<file path="config.mk">
export PLATFORM = sky130hd
export DESIGN_NAME = audio_dynamic_range_compressor_core
export DESIGN_NICKNAME = d
export VERILOG_FILES = /design/src/rtl/core/adrc_pkg.sv /design/src/rtl/core/adrc_ctrl.sv /design/src/rtl/core/adrc_dp.sv /design/src/rtl/core/audio_dynamic_range_compressor_core.sv
export SDC_FILE = /design/constraint.sdc
export NUM_CORES = 2
export LEC_CHECK = 0
export BUFFER_PORTS_ARGS = -buffer_cell sky130_fd_sc_hd__buf_2
export CAP_MARGIN = 20
export CORE_ASPECT_RATIO = 1.75
export CORE_MARGIN = 5
export CORE_UTILIZATION = 50
export CTS_CLUSTER_SIZE = 28
export DETAILED_ROUTE_END_ITERATION = 8
export PLACE_DENSITY_LB_ADDON = 0.25
export SLEW_MARGIN = 20
export SYNTH_ARGS = -nofsm -noshare
export SYNTH_HDL_FRONTEND = slang
export SYNTH_SLANG_ARGS = --single-unit
export TNS_END_PERCENT = 1
</file>
<file path="constraint.sdc">
create_clock -name clock -period 15.1 [get_ports clock]
set_input_delay 0.755 -clock clock [delete_from_list [all_inputs] [get_ports clock]]
set_output_delay 0.755 -clock clock [all_outputs]
set_load 0.03 [all_outputs]
</file>
<file path="src/rtl/core/adrc_pkg.sv">
// ----------------------------------------------------------------------------
// adrc_pkg
// Shared types, register indexes and constants of the dynamic range compressor.
// ----------------------------------------------------------------------------
`default_nettype none

package adrc_pkg;

   localparam int unsigned CSR_INDEX_W = 3;
   localparam int unsigned CSR_DATA_W  = 16;

   localparam logic [CSR_INDEX_W-1:0] CSR_THRESHOLD = 3'd0;
   localparam logic [CSR_INDEX_W-1:0] CSR_SLOPE     = 3'd1;
   localparam logic [CSR_INDEX_W-1:0] CSR_ATTACK    = 3'd2;
   localparam logic [CSR_INDEX_W-1:0] CSR_RELEASE   = 3'd3;
   localparam logic [CSR_INDEX_W-1:0] CSR_MAKEUP    = 3'd4;

   localparam logic [15:0] RST_THRESHOLD = 16'hEC00;
   localparam logic [15:0] RST_SLOPE     = 16'd49152;
   localparam logic [15:0] RST_ATTACK    = 16'd66;
   localparam logic [15:0] RST_RELEASE   = 16'd7;
   localparam logic [15:0] RST_MAKEUP    = 16'd4096;

   // 20*log10(2) and its reciprocal, Q16
   localparam logic [31:0] DB_PER_OCTAVE = 32'd394566;
   localparam logic [31:0] OCTAVE_PER_DB = 32'd10885;
   localparam logic [30:0] ONE_Q30       = 31'h4000_0000;

   typedef struct packed {
      logic signed [15:0] threshold_level;
      logic [15:0]        slope_factor;
      logic [15:0]        attack_weight;
      logic [15:0]        release_weight;
      logic [15:0]        makeup_gain;
   } adrc_cfg_type;

   typedef enum logic [4:0] {
      ST_IDLE, ST_NORM, ST_LOG_MUL, ST_LOG_UPD, ST_DB_MUL, ST_DB_UPD,
      ST_TGT_MUL, ST_TGT_UPD, ST_SM_MUL, ST_SM_UPD, ST_OCT_MUL, ST_OCT_UPD,
      ST_POW_MUL, ST_POW_UPD, ST_MK_MUL, ST_MK_UPD, ST_OUT_MUL, ST_OUT_UPD,
      ST_DONE
   } adrc_state_type;

   typedef enum logic [4:0] {
      OP_NOP, OP_LOAD, OP_NORM, OP_LOG_MUL, OP_LOG_UPD, OP_DB_MUL, OP_DB_UPD,
      OP_TGT_MUL, OP_TGT_UPD, OP_SM_MUL, OP_SM_UPD, OP_OCT_MUL, OP_OCT_UPD,
      OP_POW_MUL, OP_POW_UPD, OP_MK_MUL, OP_MK_UPD, OP_OUT_MUL, OP_OUT_UPD
   } adrc_op_type;

   typedef struct packed {
      adrc_op_type op;
      logic        load_out;
   } adrc_cmd_type;

   typedef struct packed {
      logic mag_zero;
      logic norm_done;
   } adrc_sts_type;

   // floor(sqrt(v)), bit by bit
   function automatic logic [63:0] isqrt64(input logic [63:0] v_in);
      logic [63:0] v;
      logic [63:0] res;
      logic [63:0] bv;
      v   = v_in;
      res = '0;
      bv  = 64'd1 << 62;
      for (int i = 0; i < 32; i++) begin
         if (v >= res + bv) begin
            v   = v - (res + bv);
            res = (res >> 1) + bv;
         end else begin
            res = res >> 1;
         end
         bv = bv >> 2;
      end
      return res;
   endfunction

   // 2^(2^-j) in Q1.30 by repeated square roots, elaboration only
   function automatic logic [30:0] frac_root(input int j);
      logic [63:0] v;
      logic [63:0] r;
      v = 64'd2 << 60;
      r = '0;
      for (int k = 0; k < j; k++) begin
         r = isqrt64(v);
         v = r << 30;
      end
      return r[30:0];
   endfunction

endpackage

`default_nettype wire

</file>
<file path="src/rtl/core/adrc_ctrl.sv">
// ----------------------------------------------------------------------------
// adrc_ctrl
// Sequencer: steps the datapath through level, target, smoothing and gain.
// ----------------------------------------------------------------------------
`default_nettype none

module adrc_ctrl import adrc_pkg::*; #(
   parameter int TABLE_ADDR_BITS = 10,
   parameter int IW              = $clog2(TABLE_ADDR_BITS)
) (
   input  wire logic          clock,
   input  wire logic          reset,
   input  wire logic          req_valid,
   output logic               req_ready,
   input  wire adrc_sts_type  sts,
   input  wire logic          out_free,
   output adrc_cmd_type       cmd,
   output logic [IW-1:0]      iter
);

   localparam logic [IW-1:0] ITER_LAST = IW'(TABLE_ADDR_BITS - 1);

   adrc_state_type state_ff, state_in;
   logic [IW-1:0]  iter_ff, iter_in;

   always_ff @(posedge clock) begin
      if (reset) begin
         state_ff <= ST_IDLE;
         iter_ff  <= '0;
      end else begin
         state_ff <= state_in;
         iter_ff  <= iter_in;
      end
   end

   always_comb begin
      state_in = state_ff;
      iter_in  = iter_ff;
      unique case (state_ff)
         ST_IDLE:    if (req_valid) state_in = ST_NORM;
         ST_NORM: begin
            if (sts.mag_zero)       state_in = ST_TGT_MUL;
            else if (sts.norm_done) state_in = ST_LOG_MUL;
         end
         ST_LOG_MUL: state_in = ST_LOG_UPD;
         ST_LOG_UPD: begin
            if (iter_ff == ITER_LAST) begin
               state_in = ST_DB_MUL;
               iter_in  = '0;
            end else begin
               state_in = ST_LOG_MUL;
               iter_in  = iter_ff + 1'b1;
            end
         end
         ST_DB_MUL:  state_in = ST_DB_UPD;
         ST_DB_UPD:  state_in = ST_TGT_MUL;
         ST_TGT_MUL: state_in = ST_TGT_UPD;
         ST_TGT_UPD: state_in = ST_SM_MUL;
         ST_SM_MUL:  state_in = ST_SM_UPD;
         ST_SM_UPD:  state_in = ST_OCT_MUL;
         ST_OCT_MUL: state_in = ST_OCT_UPD;
         ST_OCT_UPD: state_in = ST_POW_MUL;
         ST_POW_MUL: state_in = ST_POW_UPD;
         ST_POW_UPD: begin
            if (iter_ff == ITER_LAST) begin
               state_in = ST_MK_MUL;
               iter_in  = '0;
            end else begin
               state_in = ST_POW_MUL;
               iter_in  = iter_ff + 1'b1;
            end
         end
         ST_MK_MUL:  state_in = ST_MK_UPD;
         ST_MK_UPD:  state_in = ST_OUT_MUL;
         ST_OUT_MUL: state_in = ST_OUT_UPD;
         ST_OUT_UPD: state_in = ST_DONE;
         ST_DONE:    if (out_free) state_in = ST_IDLE;
         default:    state_in = ST_IDLE;
      endcase
   end

   always_comb begin
      req_ready    = 1'b0;
      cmd.op       = OP_NOP;
      cmd.load_out = 1'b0;
      unique case (state_ff)
         ST_IDLE: begin
            req_ready = 1'b1;
            if (req_valid) cmd.op = OP_LOAD;
         end
         ST_NORM:    cmd.op = OP_NORM;
         ST_LOG_MUL: cmd.op = OP_LOG_MUL;
         ST_LOG_UPD: cmd.op = OP_LOG_UPD;
         ST_DB_MUL:  cmd.op = OP_DB_MUL;
         ST_DB_UPD:  cmd.op = OP_DB_UPD;
         ST_TGT_MUL: cmd.op = OP_TGT_MUL;
         ST_TGT_UPD: cmd.op = OP_TGT_UPD;
         ST_SM_MUL:  cmd.op = OP_SM_MUL;
         ST_SM_UPD:  cmd.op = OP_SM_UPD;
         ST_OCT_MUL: cmd.op = OP_OCT_MUL;
         ST_OCT_UPD: cmd.op = OP_OCT_UPD;
         ST_POW_MUL: cmd.op = OP_POW_MUL;
         ST_POW_UPD: cmd.op = OP_POW_UPD;
         ST_MK_MUL:  cmd.op = OP_MK_MUL;
         ST_MK_UPD:  cmd.op = OP_MK_UPD;
         ST_OUT_MUL: cmd.op = OP_OUT_MUL;
         ST_OUT_UPD: cmd.op = OP_OUT_UPD;
         ST_DONE:    cmd.load_out = out_free;
         default:    cmd.op = OP_NOP;
      endcase
   end

   assign iter = iter_ff;

   a_accept_starts: assert property (@(posedge clock) disable iff (reset)
      (state_ff == ST_IDLE && req_valid) |=> (state_ff == ST_NORM))
      else $error("accepted beat did not start normalization");

   a_no_overwrite: assert property (@(posedge clock) disable iff (reset)
      cmd.load_out |-> out_free)
      else $error("result register overwritten while full");

   a_log_loop_end: assert property (@(posedge clock) disable iff (reset)
      (state_ff == ST_LOG_UPD && iter_ff == ITER_LAST)
      |=> (state_ff == ST_DB_MUL && iter_ff == '0))
      else $error("log loop did not close cleanly");

endmodule

`default_nettype wire

</file>
<file path="src/rtl/core/adrc_dp.sv">
// ----------------------------------------------------------------------------
// adrc_dp
// Datapath: one shared 32x32 multiplier with registered product, plus the
// level, reduction and gain registers.
// ----------------------------------------------------------------------------
`default_nettype none

module adrc_dp import adrc_pkg::*; #(
   parameter int SAMPLE_BITS     = 16,
   parameter int TABLE_ADDR_BITS = 10,
   parameter int IW              = $clog2(TABLE_ADDR_BITS)
) (
   input  wire logic                   clock,
   input  wire logic                   reset,
   input  wire adrc_cmd_type           cmd,
   input  wire logic [IW-1:0]          iter,
   input  wire adrc_cfg_type           cfg,
   input  wire logic [SAMPLE_BITS-1:0] req_sample_in,
   output adrc_sts_type                sts,
   output logic [SAMPLE_BITS-1:0]      y
);

   localparam int SB = SAMPLE_BITS;
   localparam int T  = TABLE_ADDR_BITS;

   logic [30:0] roots [T];
   for (genvar k = 0; k < T; k++) begin : g_root
      localparam logic [30:0] R = frac_root(k + 1);
      assign roots[k] = R;
   end

   logic               x_neg_ff;
   logic [SB-1:0]      mag_ff;
   logic [30:0]        m_ff;
   logic [4:0]         s_ff;
   logic [T-1:0]       frac_ff;
   logic signed [16:0] lvl_ff;
   logic signed [24:0] tgt_ff;
   logic signed [23:0] red_ff;
   logic [7:0]         ip_ff;
   logic [T-1:0]       pw_ff;
   logic [30:0]        g_ff;
   logic [30:0]        gq_ff;
   logic [SB-1:0]      y_ff;
   logic [63:0]        prod_ff;

   logic [31:0]        mul_a, mul_b;
   logic [SB-1:0]      in_mag;
   logic [31:0]        sq;
   logic [T+5:0]       lneg;
   logic [23:0]        db_w;
   logic signed [16:0] thr;
   logic               over_gt;
   logic [16:0]        over;
   logic signed [24:0] diff;
   logic               diff_neg;
   logic [24:0]        absd;
   logic [23:0]        stepm;
   logic [23:0]        redmag;
   logic [63:0]        n_w;
   logic [T-1:0]       fr;
   logic [7:0]         ip_n;
   logic [30:0]        gsh;
   logic [63:0]        rnd;
   logic [37:0]        pr;
   logic               big;

   always_comb begin
      in_mag  = req_sample_in[SB-1] ? (~req_sample_in + 1'b1) : req_sample_in;
      sq      = prod_ff[61:30];
      lneg    = {1'b0, s_ff - 5'(31 - SB), T'(0)} - {6'b0, frac_ff};
      db_w    = prod_ff[T+8 +: 24];
      thr     = {cfg.threshold_level[15], cfg.threshold_level};
      over_gt = lvl_ff > thr;
      over    = 17'(lvl_ff - thr);
      diff    = tgt_ff - {red_ff[23], red_ff};
      diff_neg = diff[24];
      absd    = diff_neg ? 25'(-diff) : 25'(diff);
      stepm   = prod_ff[16 +: 24];
      redmag  = 24'(-red_ff);
      n_w     = prod_ff >> (31 - T);
      fr      = n_w[T-1:0];
      ip_n    = n_w[T +: 8];
      gsh     = (ip_ff >= 8'd31) ? 31'd0 : (g_ff >> ip_ff[4:0]);
      rnd     = prod_ff + (64'd1 << 25);
      pr      = rnd[63:26];
      big     = (pr >> (SB - 1)) != '0;
   end

   // operand select for the shared multiplier
   always_comb begin
      mul_a = '0;
      mul_b = '0;
      case (cmd.op)
         OP_LOG_MUL: begin
            mul_a = 32'(m_ff);
            mul_b = 32'(m_ff);
         end
         OP_DB_MUL: begin
            mul_a = 32'(lneg);
            mul_b = DB_PER_OCTAVE;
         end
         OP_TGT_MUL: begin
            mul_a = over_gt ? 32'(over) : 32'd0;
            mul_b = 32'(cfg.slope_factor);
         end
         OP_SM_MUL: begin
            mul_a = 32'(absd);
            mul_b = diff_neg ? 32'(cfg.attack_weight) : 32'(cfg.release_weight);
         end
         OP_OCT_MUL: begin
            mul_a = 32'(redmag);
            mul_b = OCTAVE_PER_DB;
         end
         OP_POW_MUL: begin
            mul_a = 32'(g_ff);
            mul_b = 32'(roots[iter]);
         end
         OP_MK_MUL: begin
            mul_a = 32'(gsh);
            mul_b = 32'(cfg.makeup_gain);
         end
         OP_OUT_MUL: begin
            mul_a = 32'(mag_ff);
            mul_b = 32'(gq_ff);
         end
         default: begin
            mul_a = '0;
            mul_b = '0;
         end
      endcase
   end

   always_ff @(posedge clock) begin
      prod_ff <= mul_a * mul_b;
   end

   always_ff @(posedge clock) begin
      if (reset) begin
         red_ff <= '0;
      end else if (cmd.op == OP_SM_UPD) begin
         red_ff <= diff_neg ? (red_ff - $signed(stepm)) : (red_ff + $signed(stepm));
      end
   end

   always_ff @(posedge clock) begin
      case (cmd.op)
         OP_LOAD: begin
            x_neg_ff <= req_sample_in[SB-1];
            mag_ff   <= in_mag;
            m_ff     <= 31'(in_mag);
            s_ff     <= '0;
            frac_ff  <= '0;
            lvl_ff   <= -17'sd32768;
         end
         OP_NORM: begin
            if (!m_ff[30] && m_ff != '0) begin
               if (m_ff[30:23] == '0) begin
                  m_ff <= m_ff << 8;
                  s_ff <= s_ff + 5'd8;
               end else begin
                  m_ff <= m_ff << 1;
                  s_ff <= s_ff + 5'd1;
               end
            end
         end
         OP_LOG_UPD: begin
            if (sq[31]) begin
               m_ff    <= sq[31:1];
               frac_ff <= {frac_ff[T-2:0], 1'b1};
            end else begin
               m_ff    <= sq[30:0];
               frac_ff <= {frac_ff[T-2:0], 1'b0};
            end
         end
         OP_DB_UPD: begin
            if (db_w > 24'd32768) lvl_ff <= -17'sd32768;
            else                  lvl_ff <= -$signed({1'b0, db_w[15:0]});
         end
         OP_TGT_UPD: begin
            tgt_ff <= over_gt ? -$signed({1'b0, prod_ff[9 +: 24]}) : 25'sd0;
         end
         OP_OCT_UPD: begin
            g_ff <= ONE_Q30;
            if (fr != '0) begin
               ip_ff <= ip_n + 8'd1;
               pw_ff <= T'(0) - fr;
            end else begin
               ip_ff <= ip_n;
               pw_ff <= '0;
            end
         end
         OP_POW_UPD: begin
            if (pw_ff[T-1]) g_ff <= prod_ff[60:30];
            pw_ff <= pw_ff << 1;
         end
         OP_MK_UPD: gq_ff <= prod_ff[16 +: 31];
         OP_OUT_UPD: begin
            if (x_neg_ff) y_ff <= big ? {1'b1, {(SB-1){1'b0}}} : SB'(-pr[SB-1:0]);
            else          y_ff <= big ? {1'b0, {(SB-1){1'b1}}} : pr[SB-1:0];
         end
         default: ;
      endcase
   end

   assign sts.mag_zero  = (mag_ff == '0);
   assign sts.norm_done = m_ff[30];
   assign y             = y_ff;

   a_red_not_positive: assert property (@(posedge clock) disable iff (reset)
      (cmd.op == OP_SM_UPD) |=> (red_ff <= 24'sd0))
      else $error("reduction went above 0 dB");

endmodule

`default_nettype wire

</file>
<file path="src/rtl/core/audio_dynamic_range_compressor_core.sv">
// ----------------------------------------------------------------------------
// audio_dynamic_range_compressor_core
// Feedforward peak compressor with attack/release smoothing, one sample a beat.
// ----------------------------------------------------------------------------
//  channel | ports                                   | dir
//  --------+-----------------------------------------+-----
//  request | req_valid / req_ready / req_sample_in   | in
//  result  | rsp_valid / rsp_ready / rsp_sample_out  | out
//  config  | csr_write_en / csr_index / csr_wdata    | in
//
//  How long a sample occupies the core is set by the single shared multiplier:
//  each multiply takes a multiply step and an update step over the log and exp
//  loops, plus the steps in the normalize shifter. A zero sample skips the log
//  loop.
//  Reset (synchronous) restores the register defaults and zeroes the reduction.
//  A new beat is taken while a finished result waits in the output register;
//  the sequencer holds in its last step only if that register is still full.
// ----------------------------------------------------------------------------
`default_nettype none

module audio_dynamic_range_compressor_core import adrc_pkg::*; #(
   parameter int SAMPLE_BITS     = 16,
   parameter int TABLE_ADDR_BITS = 10
) (
   input  wire logic                          clock,
   input  wire logic                          reset,
   input  wire logic                          req_valid,
   output logic                               req_ready,
   input  wire logic signed [SAMPLE_BITS-1:0] req_sample_in,
   output logic                               rsp_valid,
   input  wire logic                          rsp_ready,
   output logic signed [SAMPLE_BITS-1:0]      rsp_sample_out,
   input  wire logic                          csr_write_en,
   input  wire logic [CSR_INDEX_W-1:0]        csr_index,
   input  wire logic [CSR_DATA_W-1:0]         csr_wdata
);

   localparam int IW = $clog2(TABLE_ADDR_BITS);

   adrc_cfg_type           cfg_ff;
   adrc_cmd_type           cmd;
   adrc_sts_type           sts;
   logic [IW-1:0]          iter;
   logic [SAMPLE_BITS-1:0] y;
   logic                   rsp_valid_ff;
   logic [SAMPLE_BITS-1:0] rsp_data_ff;
   logic                   out_free;

   always_ff @(posedge clock) begin
      if (reset) begin
         cfg_ff.threshold_level <= RST_THRESHOLD;
         cfg_ff.slope_factor    <= RST_SLOPE;
         cfg_ff.attack_weight   <= RST_ATTACK;
         cfg_ff.release_weight  <= RST_RELEASE;
         cfg_ff.makeup_gain     <= RST_MAKEUP;
      end else if (csr_write_en) begin
         unique case (csr_index)
            CSR_THRESHOLD: cfg_ff.threshold_level <= csr_wdata;
            CSR_SLOPE:     cfg_ff.slope_factor    <= csr_wdata;
            CSR_ATTACK:    cfg_ff.attack_weight   <= csr_wdata;
            CSR_RELEASE:   cfg_ff.release_weight  <= csr_wdata;
            CSR_MAKEUP:    cfg_ff.makeup_gain     <= csr_wdata;
            default: ;
         endcase
      end
   end

   assign out_free = !rsp_valid_ff || rsp_ready;

   always_ff @(posedge clock) begin
      if (reset) begin
         rsp_valid_ff <= 1'b0;
      end else if (cmd.load_out) begin
         rsp_valid_ff <= 1'b1;
      end else if (rsp_ready) begin
         rsp_valid_ff <= 1'b0;
      end
   end

   always_ff @(posedge clock) begin
      if (cmd.load_out) rsp_data_ff <= y;
   end

   adrc_ctrl #(
      .TABLE_ADDR_BITS (TABLE_ADDR_BITS),
      .IW              (IW)
   ) u_ctrl (
      .clock     (clock),
      .reset     (reset),
      .req_valid (req_valid),
      .req_ready (req_ready),
      .sts       (sts),
      .out_free  (out_free),
      .cmd       (cmd),
      .iter      (iter)
   );

   adrc_dp #(
      .SAMPLE_BITS     (SAMPLE_BITS),
      .TABLE_ADDR_BITS (TABLE_ADDR_BITS),
      .IW              (IW)
   ) u_dp (
      .clock         (clock),
      .reset         (reset),
      .cmd           (cmd),
      .iter          (iter),
      .cfg           (cfg_ff),
      .req_sample_in (req_sample_in),
      .sts           (sts),
      .y             (y)
   );

   assign rsp_valid      = rsp_valid_ff;
   assign rsp_sample_out = rsp_data_ff;

endmodule

`default_nettype wire
</file>
==> results.json <==
{
  "syn2layout_area_growth_pct": 6.44,
  "cpPeakStageDelay_ns": 0.88,
  "setup_violations": 0,
  "ys_async_sr_fraction_pct": 0,
  "fin_nets": 7528,
  "ys_types": 98,
  "max-slew-margin-rel_pct": 21.0,
  "io_buffers": 57,
  "slowest_stage": "o41ai_2",
  "synth_nets": 7605,
  "crit_type": "flip-flop to flip-flop",
  "finalHoldViolCount": 0,
  "grt_pass1_vias": 49540,
  "setup.worst_path.end_class": "flip-flop",
  "synth_area_sq_mm": 0.0552,
  "critPathLaunch": "u_dp.red_ff[1]",
  "powerDensity_mw_per_mm2": 69.8,
  "fin_crit_sh_pct": 87.5,
  "ys_seq_area_share_pct": 17.9,
  "skew_ns": 0.0416,
  "crit_arrival_ns": 13.66,
  "postCtsHoldBufs": 0,
  "synth-edff-count": 217,
  "crit_buf_inv": 6,
  "slew_viol_final": 0,
  "leakagePower_nw": 26.7,
  "antenna_left": 0,
  "die_h_um": 450,
  "ctsResizeCount": 0,
  "gr-total-overflow": 0,
  "initial_utilization_pct": 50.2,
  "yosys_warnings": 0,
  "clk_path_buf_depth": 3,
  "totalWireLength_um": 204000,
  "crit_top_cell": "fa_1",
  "cts_tree": "yes",
  "synthFlopType": "edfxtp_1",
  "vias": 46404,
  "ios": 58,
  "required_ns": 15.55,
  "placed_area_sq_mm": 0.0575,
  "regArea_sq_mm": 0.00990,
  "stdcell_area_sq_mm": 0.0588,
  "die_x_um": 261,
  "post_cts_buffers": 0,
  "grtUsageTotal_pct": 34.7,
  "drt-initial-drc-count": 3836,
  "grt_max_degree": 93,
  "synthCells": 6350,
  "cp-start-kind": "flip-flop",
  "routedWlPerCell_um": 26.3,
  "clkTransAtPathRegs_ns": 0.07,
  "hpwl_um": 165000,
  "tightestPinTransition_ns": 1.19,
  "route.detailed.drc": 0,
  "multiInputGateArea_sq_mm": 0.0404,
  "status": "finished clean",
  "gp_congestion": 1.03,
  "antenna_found_initial": 3,
  "cts_root_buf": "clkbuf_16",
  "r2r_start": "u_dp.red_ff[1]",
  "syn_avg_cell_area_sq_um": 8.70,
  "rows": 161,
  "core_area_sq_mm": 0.110,
  "grt_setup_unrepaired": "false",
  "num-fill-cells": 10352,
  "period_needed_ns": 13.21,
  "die_area_sq_mm": 0.117,
  "worst-path-max-fanout": 7,
  "clock_sinks": 386,
  "first_pass_iters": 8,
  "ir_worst_vdd_uv": 147,
  "numCtsBuffers": 37,
  "hp-class": "flip-flop to flip-flop",
  "h-tree-depth": 2,
  "setup_tns_ns": 0,
  "worstSkewPairLatency_ns": 0.59,
  "viasPerCell": 5.97,
  "cp_top_family": "adder cells",
  "synth_seq_cells": 386,
  "grt_pass1_wl_um": 304000,
  "max_cap_violations": 0,
  "drive_gt1_share_pct": 6.11,
  "max_freq_mhz": 75.7,
  "worstHoldStart": "u_dp.y[2]"
}
-- cell usage after synthesis, types with 18 or more instances --
master,n,area (sq um)
edfxtp_1,217,6520
nand3b_1,18,135
and3_1,29,181
buf_1,19,71.3
dfxtp_1,169,3380
nand2_1,902,3390
nor4_1,32,200
mux2i_1,109,1090
a211o_1,19,166
a21o_1,60,450
o21ai_0,161,806
o21a_1,35,263
inv_1,1046,3930
nor3_1,85,425
nor2b_1,32,200
xor2_1,91,797
and2_1,59,369
nand2b_1,43,269
nand4_1,41,257
a22oi_1,29,218
clkbuf_1,292,1100
or2_2,24,150
a31oi_1,19,119
o22ai_1,23,144
a21oi_1,277,1390
nor2_1,695,2610
a221oi_1,18,158
xnor2_1,173,1520
a221o_1,21,210
nand3_1,68,340
a211oi_1,32,240
fa_1,841,16800
or3_1,23,144
o21ai_1,21,105
ha_1,374,4680
-- report_power, final --
part / switching, mW / total [mW] / internal (mW)
clock: 0.455 / 1.02 / 0.569
combinational: 1.14 / 1.72 / 0.589
sequential: 0.142 / 1.35 / 1.21
-- through the flow --
stage	total power [mW]	hold slack, ns	instances	setup slack [ns]	utilization (%)
2_1_floorplan	2.41	0.400	6350	3.50	-
3_3_place_gp	3.04	0.406	7699	2.21	52.3
3_5_place_dp	3.06	0.407	7699	2.08	52.3
4_1_cts	4.08	0.426	7765	2.03	53.4
5_1_grt	4.27	0.436	7767	1.14	53.4
6_report	4.10	0.420	7768	1.89	53.5
-- placed cells by master (no fill, tap or decap), types with 13 or more instances in the layout --
master and count:
a221o_1 21, nand2b_1 43, nand3_1 67, o21bai_1 16, xor2_1 91, a22oi_1 29
nand2_1 901, and2_1 58, a211oi_1 30, a211o_1 19, nor2_1 690, and3_1 29
nor2b_1 32, o21ai_0 156, o21ai_1 19, o22ai_1 23, mux2_2 17, buf_2 56
buf_4 146, a222oi_1 17, a21o_1 60, ha_1 374, xnor2_1 173, nand3b_1 18
fa_1 841, clkbuf_16 38, nor3_1 82, a31oi_1 19, edfxtp_1 217, mux2i_1 109
a21oi_1 275, inv_1 1046, o21a_1 34, or3_1 23, nor4_1 30, a22o_1 13
or2_2 24, nand4_1 41, dfxtp_1 168
-- kinds of logic after synthesis --
group	synth area share, %
xor gates and xnor gates	4.19
DFF	17.9
and+or+nand+nor	16.3
buffers and inverters	9.33
AOI/OAI and AO/OA	10.7
muxes	2.57
adders and majority gates	39.0
-- state kept, by name (all words and copies together) (netlist names), 17 cells and up --
register and cells:
u_dp.m_ff 31, cfg_ff 80, u_dp.red_ff 24, u_dp.gq_ff 31
u_dp.g_ff 31, u_dp.prod_ff 55, u_dp.tgt_ff 25, u_dp.lvl_ff 17
-- worst paths after layout --
path	to	slack, ns	cells after the start
max	u_dp.prod_ff[57]	1.89	39
min	rsp_sample_out[2]	0.42	0
max reg2reg	u_dp.prod_ff[57]	1.89	39
min reg2reg	rsp_sample_out[2]	0.42	0
-- cell type report --
cell class | count | area share (%)
Multi-Input combinational cell | 4595 | 68.8
Sequential cell | 386 | 16.8
Inverter | 1050 | 6.70
Tap cell | 1467 | 3.12
Timing Repair Buffer | 203 | 2.39
Clock buffer | 40 | 1.63
Clock inverter | 26 | 0.532
Antenna cell | 1 | 0.00426
-- per-layer routing --
metal | wire, um | part of all wire, % | global-route usage, % | vias up
met5 | 11 | 0.0054 | 0 | -
met4 | 24300 | 12 | 30.7 | 2
met3 | 13000 | 6.3 | 4.82 | 966
met2 | 100000 | 49 | 59.7 | 2213
met1 | 66800 | 33 | 36.6 | 23057
li1 | - | - | - | 20166
No activity file was read; power rests on OpenSTA's default activity.
